<file path="src/hdl/assert_macros.svh">
// ----------------------------------------------------------------------------
// assert_macros.svh
// Concurrent assertion helpers, compiled out when SYNTH is defined.
// ----------------------------------------------------------------------------
`ifndef ASSERT_MACROS_SVH
`define ASSERT_MACROS_SVH

`ifndef SYNTH
// prop must hold at every clock edge outside reset
`define ASSERT_ALWAYS(lbl, clk, rst_n, prop) \
	lbl: assert property (@(posedge clk) disable iff (!rst_n) (prop)) \
		else $error("assertion failed");
// cond must never be true outside reset
`define ASSERT_NEVER(lbl, clk, rst_n, cond) \
	lbl: assert property (@(posedge clk) disable iff (!rst_n) !(cond)) \
		else $error("forbidden condition seen");
`else
`define ASSERT_ALWAYS(lbl, clk, rst_n, prop)
`define ASSERT_NEVER(lbl, clk, rst_n, cond)
`endif

`endif

</file>
<file path="src/hdl/cobs_enc_pkg.sv">
// ----------------------------------------------------------------------------
// cobs_enc_pkg
// Types and constants shared by the COBS frame encoder.
// ----------------------------------------------------------------------------
package cobs_enc_pkg;

	localparam int MAX_RESULTS = 4;
	localparam int CNT_W       = $clog2(MAX_RESULTS + 1);
	localparam int IDX_W       = $clog2(MAX_RESULTS);
	localparam int PADDR_W     = 3;

	localparam logic [7:0]  CODE_MAX      = 8'hFF;
	localparam logic [7:0]  CODE_START    = 8'h01;
	localparam logic [15:0] CAP_RESET     = 16'd512;
	localparam logic [15:0] CAP_MIN       = 16'd2;
	localparam logic [15:0] WP_RESET      = 16'd1;
	localparam logic [15:0] CP_RESET      = 16'd0;

	// register index taken from paddr[2]
	localparam logic REG_CAPACITY = 1'b0;

	typedef struct packed {
		logic [15:0] write_offset;
		logic [7:0]  write_value;
		logic        frame_done;
		logic [15:0] frame_length;
		logic        overflow;
		logic        step_last;
	} result_t;

	typedef struct packed {
		logic [CNT_W-1:0]              count;
		result_t [MAX_RESULTS-1:0]     res;
	} batch_t;

endpackage

</file>
<file path="src/hdl/cobs_byte_if.sv">
// ----------------------------------------------------------------------------
// cobs_byte_if
// Payload byte channel: one raw byte per request with a last-byte flag.
// ----------------------------------------------------------------------------
interface cobs_byte_if;
	logic       valid;
	logic       ready;
	logic [7:0] data_byte;
	logic       last_byte;

	modport source(output valid, output data_byte, output last_byte, input ready);
	modport sink(input valid, input data_byte, input last_byte, output ready);
endinterface

</file>
<file path="src/hdl/cobs_write_if.sv">
// ----------------------------------------------------------------------------
// cobs_write_if
// Buffer write channel: offset/value writes plus frame status per request.
// ----------------------------------------------------------------------------
interface cobs_write_if;
	logic        valid;
	logic        ready;
	logic [15:0] write_offset;
	logic [7:0]  write_value;
	logic        frame_done;
	logic [15:0] frame_length;
	logic        overflow;
	logic        step_last;

	modport source(
		output valid, output write_offset, output write_value, output frame_done,
		output frame_length, output overflow, output step_last, input ready
	);
	modport sink(
		input valid, input write_offset, input write_value, input frame_done,
		input frame_length, input overflow, input step_last, output ready
	);
endinterface

</file>
<file path="src/hdl/cobs_enc_step.sv">
// ----------------------------------------------------------------------------
// cobs_enc_step
// Frame state (write position, code slot, running code, discard flag) and
// the per-byte encode logic producing up to four buffer writes.
// ----------------------------------------------------------------------------
module cobs_enc_step (
	input  logic                  clk,
	input  logic                  arst_n,
	input  logic                  commit,
	input  logic [7:0]            data_byte,
	input  logic                  last_byte,
	input  logic [15:0]           capacity,
	output cobs_enc_pkg::batch_t  batch
);

	logic [15:0] wp_q;
	logic [15:0] cp_q;
	logic [7:0]  rc_q;
	logic        disc_q;

	logic [16:0] nwp;
	logic [15:0] ncp;
	logic [7:0]  nrc;
	logic        ndisc;
	logic        clr;
	logic        ovf;
	logic [2:0]  n;
	logic [16:0] cap17;
	logic [16:0] wp1;
	logic [16:0] wp2;
	logic [7:0]  rc_inc;

	function automatic cobs_enc_pkg::result_t mk_res(
		input logic [15:0] off,
		input logic [7:0]  val
	);
		cobs_enc_pkg::result_t r;
		r = '0;
		r.write_offset = off;
		r.write_value  = val;
		return r;
	endfunction

	assign cap17  = {1'b0, capacity};
	assign wp1    = {1'b0, wp_q} + 17'd1;
	assign wp2    = {1'b0, wp_q} + 17'd2;
	assign rc_inc = rc_q + 8'd1;

	always_comb begin
		batch = '0;
		n     = 3'd0;
		ovf   = 1'b0;
		clr   = 1'b0;
		nwp   = {1'b0, wp_q};
		ncp   = cp_q;
		nrc   = rc_q;
		ndisc = disc_q;
		if (disc_q) begin
			clr = last_byte;
		end else begin
			if (capacity < cobs_enc_pkg::CAP_MIN) begin
				ovf = 1'b1;
			end else if (data_byte == 8'd0) begin
				batch.res[0] = mk_res(cp_q, rc_q);
				n   = 3'd1;
				ncp = wp_q;
				nwp = wp1;
				nrc = cobs_enc_pkg::CODE_START;
				ovf = (wp1 >= cap17);
			end else if ({1'b0, wp_q} >= cap17) begin
				ovf = 1'b1;
			end else begin
				batch.res[0] = mk_res(wp_q, data_byte);
				n   = 3'd1;
				nwp = wp1;
				nrc = rc_inc;
				if (rc_inc == cobs_enc_pkg::CODE_MAX) begin
					batch.res[1] = mk_res(cp_q, cobs_enc_pkg::CODE_MAX);
					n   = 3'd2;
					ncp = wp1[15:0];
					nwp = wp2;
					nrc = cobs_enc_pkg::CODE_START;
					ovf = (wp2 >= cap17);
				end
			end
			if (!ovf && last_byte) begin
				batch.res[n[1:0]] = mk_res(ncp, nrc);
				if (nwp >= cap17) begin
					ovf = 1'b1;
				end else begin
					batch.res[2'(n + 3'd1)] = mk_res(nwp[15:0], 8'd0);
					batch.res[2'(n + 3'd1)].frame_done   = 1'b1;
					batch.res[2'(n + 3'd1)].frame_length = nwp[15:0] + 16'd1;
					n   = n + 3'd2;
					clr = 1'b1;
				end
			end
			if (ovf) begin
				batch.res = '0;
				batch.res[0].frame_done = 1'b1;
				batch.res[0].overflow   = 1'b1;
				n     = 3'd1;
				clr   = last_byte;
				ndisc = !last_byte;
			end
			if (n != 3'd0) begin
				batch.res[2'(n - 3'd1)].step_last = 1'b1;
			end
		end
		batch.count = n;
	end

	always_ff @(posedge clk or negedge arst_n) begin
		if (!arst_n) begin
			wp_q   <= cobs_enc_pkg::WP_RESET;
			cp_q   <= cobs_enc_pkg::CP_RESET;
			rc_q   <= cobs_enc_pkg::CODE_START;
			disc_q <= 1'b0;
		end else if (commit) begin
			if (clr) begin
				wp_q   <= cobs_enc_pkg::WP_RESET;
				cp_q   <= cobs_enc_pkg::CP_RESET;
				rc_q   <= cobs_enc_pkg::CODE_START;
				disc_q <= 1'b0;
			end else begin
				wp_q   <= nwp[15:0];
				cp_q   <= ncp;
				rc_q   <= nrc;
				disc_q <= ndisc;
			end
		end
	end

endmodule

</file>
<file path="src/hdl/cobs_frame_encoder_core.sv">
// A byte accepted on raw_bytes is registered in s1; its writes are then registered
// in the result buffer before they are offered on buf_writes. Throughput: one byte
// per cycle while each byte makes at most one write and buf_writes is ready; a byte
// making several writes (up to four) holds the result buffer until its last is taken.
// Reset: asynchronous, clears the frame state, empties the pipeline, sets cap_q to 512.
// ----------------------------------------------------------------------------
// cobs_frame_encoder_core
// Streaming COBS encoder issuing buffer writes with code byte write-back,
// overflow detection against a programmable capacity, and an APB register.
// ----------------------------------------------------------------------------
`include "assert_macros.svh"

module cobs_frame_encoder_core (
	input  logic                               clk,
	input  logic                               arst_n,
	cobs_byte_if.sink                          raw_bytes,
	cobs_write_if.source                       buf_writes,
	input  logic                               psel,
	input  logic                               penable,
	input  logic                               pwrite,
	input  logic [cobs_enc_pkg::PADDR_W-1:0]   paddr,
	input  logic [31:0]                        pwdata,
	output logic [31:0]                        prdata,
	output logic                               pready
);

	logic [15:0] cap_q;

	logic        valid_s1;
	logic [7:0]  data_s1;
	logic        last_s1;

	cobs_enc_pkg::result_t              res_q [cobs_enc_pkg::MAX_RESULTS];
	logic [cobs_enc_pkg::CNT_W-1:0]     cnt_q;
	logic [cobs_enc_pkg::IDX_W-1:0]     idx_q;

	cobs_enc_pkg::batch_t batch;
	cobs_enc_pkg::result_t cur;
	logic buf_free;
	logic load;
	logic take;
	logic cap_sel;

	// APB register
	assign pready  = 1'b1;
	assign cap_sel = (paddr[2] == cobs_enc_pkg::REG_CAPACITY);
	assign prdata  = cap_sel ? {16'd0, cap_q} : 32'd0;

	always_ff @(posedge clk or negedge arst_n) begin
		if (!arst_n) begin
			cap_q <= cobs_enc_pkg::CAP_RESET;
		end else if (psel && penable && pwrite && cap_sel) begin
			cap_q <= pwdata[15:0];
		end
	end

	// request handshakes
	assign take     = buf_writes.valid && buf_writes.ready;
	assign buf_free = (cnt_q == '0) || ((cnt_q == cobs_enc_pkg::CNT_W'(1)) && buf_writes.ready);
	assign load     = valid_s1 && buf_free;
	assign raw_bytes.ready = !valid_s1 || load;

	always_ff @(posedge clk or negedge arst_n) begin
		if (!arst_n) begin
			valid_s1 <= 1'b0;
		end else if (raw_bytes.ready) begin
			valid_s1 <= raw_bytes.valid;
		end
	end

	always_ff @(posedge clk) begin
		if (raw_bytes.valid && raw_bytes.ready) begin
			data_s1 <= raw_bytes.data_byte;
			last_s1 <= raw_bytes.last_byte;
		end
	end

	cobs_enc_step u_step (
		.clk       (clk),
		.arst_n    (arst_n),
		.commit    (load),
		.data_byte (data_s1),
		.last_byte (last_s1),
		.capacity  (cap_q),
		.batch     (batch)
	);

	// result buffer, drained one write per request
	always_ff @(posedge clk or negedge arst_n) begin
		if (!arst_n) begin
			cnt_q <= '0;
			idx_q <= '0;
		end else if (load) begin
			cnt_q <= batch.count;
			idx_q <= '0;
		end else if (take) begin
			cnt_q <= cnt_q - cobs_enc_pkg::CNT_W'(1);
			idx_q <= idx_q + cobs_enc_pkg::IDX_W'(1);
		end
	end

	always_ff @(posedge clk) begin
		if (load) begin
			for (int i = 0; i < cobs_enc_pkg::MAX_RESULTS; i++) begin
				res_q[i] <= batch.res[i];
			end
		end
	end

	assign cur = res_q[idx_q];

	assign buf_writes.valid        = (cnt_q != '0);
	assign buf_writes.write_offset = cur.write_offset;
	assign buf_writes.write_value  = cur.write_value;
	assign buf_writes.frame_done   = cur.frame_done;
	assign buf_writes.frame_length = cur.frame_length;
	assign buf_writes.overflow     = cur.overflow;
	assign buf_writes.step_last    = cur.step_last;

	`ASSERT_NEVER(a_cnt_range, clk, arst_n, cnt_q > cobs_enc_pkg::CNT_W'(cobs_enc_pkg::MAX_RESULTS))
	`ASSERT_ALWAYS(a_last_is_final, clk, arst_n, (buf_writes.valid && (cnt_q == cobs_enc_pkg::CNT_W'(1))) |-> buf_writes.step_last)
	`ASSERT_ALWAYS(a_ovf_alone, clk, arst_n, (buf_writes.valid && buf_writes.overflow) |-> (buf_writes.frame_done && buf_writes.step_last && (cnt_q == cobs_enc_pkg::CNT_W'(1))))

endmodule
</file>
<file path="src/flat_wrapper.sv">
// flat-port wrapper written by rule: the top's interface ports become plain ports
module cobs_frame_encoder_core_flat 
  (clk, arst_n, psel, penable, pwrite, paddr, pwdata, prdata, pready, raw_bytes_valid, raw_bytes_data_byte, raw_bytes_last_byte, raw_bytes_ready, buf_writes_valid, buf_writes_write_offset, buf_writes_write_value, buf_writes_frame_done, buf_writes_frame_length, buf_writes_overflow, buf_writes_step_last, buf_writes_ready);
  cobs_byte_if raw_bytes_i ();
  cobs_write_if buf_writes_i ();
  input  logic clk;
  input  logic arst_n;
  input  logic psel;
  input  logic penable;
  input  logic pwrite;
  input  logic [cobs_enc_pkg::PADDR_W-1:0] paddr;
  input  logic [31:0] pwdata;
  output logic [31:0] prdata;
  output logic pready;
  input wire logic [$bits(raw_bytes_i.valid)-1:0] raw_bytes_valid;
  input wire logic [$bits(raw_bytes_i.data_byte)-1:0] raw_bytes_data_byte;
  input wire logic [$bits(raw_bytes_i.last_byte)-1:0] raw_bytes_last_byte;
  output wire logic [$bits(raw_bytes_i.ready)-1:0] raw_bytes_ready;
  output wire logic [$bits(buf_writes_i.valid)-1:0] buf_writes_valid;
  output wire logic [$bits(buf_writes_i.write_offset)-1:0] buf_writes_write_offset;
  output wire logic [$bits(buf_writes_i.write_value)-1:0] buf_writes_write_value;
  output wire logic [$bits(buf_writes_i.frame_done)-1:0] buf_writes_frame_done;
  output wire logic [$bits(buf_writes_i.frame_length)-1:0] buf_writes_frame_length;
  output wire logic [$bits(buf_writes_i.overflow)-1:0] buf_writes_overflow;
  output wire logic [$bits(buf_writes_i.step_last)-1:0] buf_writes_step_last;
  input wire logic [$bits(buf_writes_i.ready)-1:0] buf_writes_ready;
  assign raw_bytes_i.valid = raw_bytes_valid;
  assign raw_bytes_i.data_byte = raw_bytes_data_byte;
  assign raw_bytes_i.last_byte = raw_bytes_last_byte;
  assign raw_bytes_ready = raw_bytes_i.ready;
  assign buf_writes_valid = buf_writes_i.valid;
  assign buf_writes_write_offset = buf_writes_i.write_offset;
  assign buf_writes_write_value = buf_writes_i.write_value;
  assign buf_writes_frame_done = buf_writes_i.frame_done;
  assign buf_writes_frame_length = buf_writes_i.frame_length;
  assign buf_writes_overflow = buf_writes_i.overflow;
  assign buf_writes_step_last = buf_writes_i.step_last;
  assign buf_writes_i.ready = buf_writes_ready;
  cobs_frame_encoder_core u_core (.clk(clk), .arst_n(arst_n), .raw_bytes(raw_bytes_i), .buf_writes(buf_writes_i), .psel(psel), .penable(penable), .pwrite(pwrite), .paddr(paddr), .pwdata(pwdata), .prdata(prdata), .pready(pready));
endmodule
</file>
<file path="config.mk">
export PLATFORM = sky130hd
export DESIGN_NAME = cobs_frame_encoder_core_flat
export DESIGN_NICKNAME = d
export VERILOG_FILES = /design/src/hdl/cobs_enc_pkg.sv /design/src/hdl/cobs_byte_if.sv /design/src/hdl/cobs_write_if.sv /design/src/hdl/cobs_enc_step.sv /design/src/hdl/cobs_frame_encoder_core.sv /design/src/flat_wrapper.sv
export VERILOG_INCLUDE_DIRS = /design/src /design/src/hdl
export SDC_FILE = /design/constraint.sdc
export NUM_CORES = 1
export LEC_CHECK = 0
export BUFFER_PORTS_ARGS = -buffer_cell sky130_fd_sc_hd__buf_2
export CORE_AREA = 5 5 137 204
export CTS_CLUSTER_DIAMETER = 40
export DETAILED_ROUTE_END_ITERATION = 10
export DIE_AREA = 0 0 142 209
export PLACE_DENSITY_LB_ADDON = 0.12
export SKIP_LAST_GASP = 1
export SYNTH_ARGS = -nofsm -noshare
export SYNTH_HDL_FRONTEND = slang
export SYNTH_SLANG_ARGS = --single-unit
</file>
<file path="constraint.sdc">
create_clock -name clk -period 6.15 [get_ports clk]
set_input_delay 0.615 -clock clk [delete_from_list [all_inputs] [get_ports clk]]
set_output_delay 0.615 -clock clk [all_outputs]
set_load 0.02 [all_outputs]
</file>
; ---- Word level (Yosys, flattened, before mapping)
; Memories as Yosys holds them, arrays and structs flattened.
; Index checks and enable logic that the tools add are counted.
; W data, S select, Z words.
[totals]
reg_bits = 72
ramBits = 172
inputBits = 51
output_inout_bits = 78
wordCells = 137
memories = 1
[op_classes]
addsub = 9
n_lt_le_gt_ge = 11
eq_ne = 3
n_mux = 80
bitwise_logic = 1
n_reduce_logical = 22
[mem_list]
columns = name, words, word_bits, rd, rd_ports_with_merged_regs, write_ports, line
row1 = u_core.res_q, 4, 43, 1, 0, 4, cobs_frame_encoder_core.sv:33  ; cobs_enc_pkg::result_t res_q [cobs_enc_pkg::MAX_RESULTS];
[op_table]
columns = cell, n
row1 = $mux W172, 6
row2 = $bwmux W172, 5
row3 = $demux W43 S2, 5
row4 = $mux W86, 3
row5 = $mux W43, 5
row6 = $mux W16, 10
row7 = $mux W17, 5
row8 = $mux W8, 7
row9 = $ge A17 B16 Y1, 3
row10 = $mux W3, 8
row11 = $mux W19, 1
row12 = $mux W1, 18
row13 = $mux W18, 1
row14 = $add A16 B1 Y17 const B, 1
row15 = $add A16 B2 Y17 const B, 1
row16 = $add A16 B1 Y16 const B, 1
row17 = $ge A16 B16 Y1, 1
row18 = $lt A16 B2 Y1 const B, 1
row19 = $mux W2, 6
row20 = $logic_and A1 B1 Y1, 11
row21 = $lt A2 B3 Y1 const B, 3
row22 = $add A8 B1 Y8 const B, 1
row23 = $eq A8 B8 Y1 const B, 1
row24 = $logic_not A8 Y1, 1
row25 = other kinds (14), 21

; ---- Logic depth before layout (Yosys ltp)
[logic_depth]
word_depth = 22
mapped_depth = 25
mapped_depth_nobuf = 21

; ---- Hierarchy
; A second synthesis with hierarchy kept.
[hier_totals]
cells_unflattened = 1359
hier_area_um2 = 14933.1
[modules_own_cells]
columns = mod, instances, cells_each, area_each_um2, seq_area_each_um2
row1 = cobs_frame_encoder_core, 1, 337, 7654.8, 5987.0
row2 = cobs_enc_step, 1, 1022, 7278.2, 1028.5

; ---- Worst setup path after synthesis
; No wires, ideal clock.
[synth_path]
kind = in2reg
from = input port buf_writes_ready
to = register u_core.u_step.wp_q[13]
setup_ns = 0.067
t_arrival_ns = 6.199
required_time_ns = 6.083
path_slack_ns = -0.116
stages = 7
path_cell_list = a21oi_1 -> nor2_1 -> nand2_1 -> clkinv_1 -> o21ai_1 -> clkbuf_1 -> a22o_1
[synth_via]
elab_chain_len = 4
[synth_rtl]
columns = element, line
row1 = start: declaration, flat_wrapper.sv:26  ; input wire logic [$bits(buf_writes_i.ready)-1:0] buf_writes_ready;
row2 = $logic_and A1 B1 Y1, cobs_frame_encoder_core.sv:59  ; assign buf_free = (cnt_q == '0) || ((cnt_q == cobs_enc_pkg::CNT_W'(1)) && buf_writes.ready);
row3 = $logic_or A1 B1 Y1, cobs_frame_encoder_core.sv:59
row4 = $logic_and A1 B1 Y1, cobs_frame_encoder_core.sv:60  ; assign load = valid_s1 && buf_free;
row5 = via u_core.load, cobs_frame_encoder_core.sv:40  ; logic load;
row6 = $reduce_and A2 Y1 (no line), n/a
row7 = end signal: assignment, cobs_enc_step.sv:115  ; wp_q <= cobs_enc_pkg::WP_RESET;
row8 = end signal: assignment, cobs_enc_step.sv:121  ; wp_q <= cobs_enc_pkg::WP_RESET;
row9 = end signal: assignment, cobs_enc_step.sv:126  ; wp_q <= nwp[15:0];
row10 = end: declaration, cobs_enc_step.sv:16  ; logic [15:0] wp_q;
; The timed path passes the listed nets, and every way through them passes these cells.
; A chain may end at the register's enable or synchronous reset.

==> flow_summary.yaml <==
sta:
  finalMaxSlewViolations: 0
  timing.hold.ws_ps: 223
  relSlewSlack: 0.232
  hold_viol: 0
  finalSetupViolCount: 0
  post-route-min-period_ps: 5780
  tightest_slew_ps: 1150
  rsz0062_at_grt: "false"
  max_freq_mhz: 173
  finalSetupTns_ps: 0
  layout_worst_path_cycle_share: 0.939
  finalClockSkew_ps: 15.7
die:
  die-area_um2: 29700
  start_util: 0.527
  die_w_um: 142
  core_um2: 26100
  io_pins: 129
  die_h_um: 209
  rows: 73
place:
  numPortBuffers: 93
  dp_hpwl_um: 28300
  gp_congestion: 0.931
critical_path:
  worstPathArrival_ps: 6090
  path_class: "reg2reg"
  cp_max_fo: 9
  path_cells: "ha_1 > o21ai_1 > a32oi_2 > o21ai_0 > nor2_2 > xnor2_1 > inv_1 > ha_1 > nor2b_1 > o21a_1 > o21a_1 > o21ai_0 > a221o_1 > a211oi_1 > a211o_1 > buf_4 > inv_1 > ha_1 > o22ai_1 > a31o_2"
  cp-startpoint: "u_core.u_step.rc_q[0]"
  slowest_delay_ps: 610
  cpMostUsedCell: "ha_1"
  reg2reg_from: "u_core.u_step.rc_q[0]"
  endpoint_kind: "flop"
  crit_required_ps: 6470
  crit_path_start_kind: "flop"
  critPathSlowestCell: "dfstp_2"
detailed_routing:
  top_layer: "met4"
  drc: 0
  ant_nets: 0
  wl_met3_um: 2440
  wl_met2_um: 19700
  wirelength_um: 39100
  vias_per_cell: 5.99
  vias: 10582
  dr.pass1.iters: 6
  drt_first_iter_violations: 815
  wl_met1_um: 15600
  post_drt_wl_per_cell_um: 22.1
power:
  swShare: 0.373
  p_int_w: 0.00467
  power_density_nw_per_um2: 459
  clock_power_share: 0.257
  total_power_w: 0.00744
  netSwitchingPower_w: 0.00278
  vdd_drop_max_uv: 307
  power.leakage_nw: 6.68
  pwr-share-comb: 0.371
  seqPwrFrac: 0.372
final_layout:
  diodes: 0
  nets: 1529
  drive_above_1_share: 0.219
  fillerInstances: 2177
  syn_to_final_growth_pct: 17.9
yosys:
  yosys.area_share.simple: 0.130
  ys.flop_type: "edfxtp_1"
  synth_mux_area_frac: 0.0832
  async_flop_share: 0.261
  synth_seq_cells: 241
  synthCells: 1240
  avgSynthCellArea_um2: 11.1
  synth.distinct_cells: 75
  synth_top_family_by_area: "compound AO/OA/AOI/OAI gates"
  synth_xor_area_frac: 0.0274
  synth-edff-count: 178
  synthAdderAreaFrac: 0.0654
  synth_compound_area_frac: 0.141
  yosysWarningCount: 0
  syn_area_um2: 13800
  seq_area_frac_synth: 0.503
global_route:
  grt_max_degree: 90
  grt_pass1_wl_um: 60900
  grt_remaining_overflow: 0
  grt_use_total: 0.263
  antenna_found_initial: 0
  grt_pass1_vias: 10705
clock_network:
  clk_pin_slew_ps: 70
  cts_buffers: 31
  cts.path.max_buffers: 3
  root_buffer: "clkbuf_16"
  h-tree-depth: 1
  cts_tree: "done"
  postCtsSetupRepairBufs: 0
  hold_buffers: 0
  insertion_delay_ps: 560
  clock_sinks: 241
run_status:
  status: "complete, no violations"
worst_hold_path:
  hold_path.class: "in2reg"
  min_from: "raw_bytes_data_byte[5]"
job:
  cap_violations: 0
[Yosys cell counts, drive strengths merged (7+ instances only)]
cell type / count / area (um2)
a211oi: 8 / 60.1
a21o: 18 / 135
a21oi: 79 / 395
a22o: 27 / 236
a22oi: 42 / 320
a31oi: 7 / 43.8
and2: 8 / 50.1
and3: 11 / 68.8
buf: 42 / 258
clkbuf: 63 / 239
dfrtp: 60 / 1500
edfxtp: 178 / 5350
ha: 72 / 901
inv: 49 / 184
mux2: 16 / 180
mux4: 42 / 946
nand2: 71 / 267
nand3: 36 / 180
nand4: 16 / 100
nor2: 153 / 579
nor2b: 10 / 62.6
nor3: 27 / 140
nor4: 13 / 81.3
o21a: 9 / 67.6
o21ai: 42 / 214
o22ai: 10 / 62.6
or3: 10 / 62.6
xnor2: 30 / 263
xor2: 13 / 114
[layout by cell type, fill, tap and decap left out, types with 5 or more instances in the layout]
cell type	synthesis	layout
a22o_1	27	27
mux2_2	16	16
o21ai_0	38	38
o21a_1	9	9
and2_1	6	6
clkinv_8	0	6
conb_1	2	65
a31oi_1	7	7
a2bb2oi_1	5	5
a21o_1	18	18
ha_1	72	72
dfrtp_1	60	58
o211ai_1	6	6
buf_4	17	79
and3_1	11	11
o22ai_1	10	10
nand2b_1	6	5
nor2b_1	10	10
a21oi_1	79	79
buf_2	11	93
inv_1	49	49
nor2_1	151	149
nor4_1	13	12
mux4_2	42	42
a22oi_1	41	41
nand3_1	36	36
nand2_1	71	71
a211oi_1	8	8
xor2_1	13	13
edfxtp_1	178	178
xnor2_1	30	30
nor3_1	26	25
nand4_1	16	16
or3_1	10	10
clkbuf_16	0	31
[path summary, 6_finish.rpt]
check	to	slack, ps	cells past startpoint
worst max-delay path	u_core.res_q[0][0]	370	20
worst min-delay path	u_core.data_s1[5]	220	1
worst max register to register	u_core.res_q[0][0]	370	20
worst min register to register	u_core.cnt_q[1]	510	2
max in group asynchronous	u_core.idx_q[1]	5230	2
min in group asynchronous	u_core.idx_q[0]	280	2
[flip-flops by register name, indices dropped and copies added (netlist names)]
name and flops:
u_core.cap_q 16, u_core.idx_q 2, u_core.u_step.wp_q 16, u_core.u_step.cp_q 16, u_core.valid_s1 1, u_core.u_step.rc_q 8
u_core.last_s1 1, u_core.data_s1 8, u_core.u_step.disc_q 1, u_core.res_q 169, u_core.cnt_q 3
[power groups by stage]
stage / Clock, W / Combinational, W / Sequential, W
CTS: 0.00194 / 0.00278 / 0.00278
floorplan: 0 / 0.00200 / 0.00265
detailed placement: 0 / 0.00277 / 0.00281
global placement: 0 / 0.00274 / 0.00277
global route: 0.00202 / 0.00299 / 0.00284
finish: 0.00191 / 0.00276 / 0.00277
[metrics by stage]
stage | std cells | util | cell area [um2] | worst slack (ps)
detailed placement | 1710 | 0.577 | 15100 | 293
global placement | 1710 | 0.577 | 15100 | 299
floorplan | 1303 | - | 14000 | 1050
CTS | 1767 | 0.620 | 16200 | 292
finish | 1767 | 0.621 | 16200 | 374
global route | 1767 | 0.621 | 16200 | 37.6
[layout make-up]
cell class,instances,area (um2),share of cell area
Timing Repair Buffer,175,1120,0.0689
Tap cell,337,422,0.0260
Multi-Input combinational cell,907,6440,0.397
Clock inverter,23,319,0.0197
Sequential cell,241,6930,0.427
Clock buffer,34,807,0.0497
Inverter,50,193,0.0119
[metal layers]
| layer | up-vias | GRT usage |
|---|---|---|
| met2 | 408 | 0.444 |
| met4 | 0 | 0.0997 |
| met5 | - | 0 |
| met3 | 73 | 0.0369 |
| met1 | 5206 | 0.342 |
| li1 | 4895 | - |
[repair_timing]
| action | 4_1_cts | 5_1_grt |
|---|---|---|
| resized for setup | 0 | 6 |
| endpoints found under the setup margin | 0 | 106 |
| hold endpoints to repair | 0 | 0 |
[cells by family (layout without fill, tap and decap cells)]
logic type | after synthesis | in the layout
and+or+nand+nor | 381 | 381
xor gates and xnor gates | 43 | 43
AOI/OAI and AO/OA | 286 | 286
DFF | 241 | 241
adders and majority gates | 72 | 72
muxes | 60 | 60
other | 2 | 65
buffers and inverters | 155 | 282
[worst max-delay path, delay by kind of cell, from the launching register on]
family                   cells  cell delay (ps)
AO/OA/AOI/OAI               11             2530
adder cells (fa/ha/maj)      3              930
AND/OR/NAND/NOR              2              650
flip-flops                   1              610
buffers and inverters        3              470
XOR/XNOR                     1              330
(Power assumes the default switching activity.)
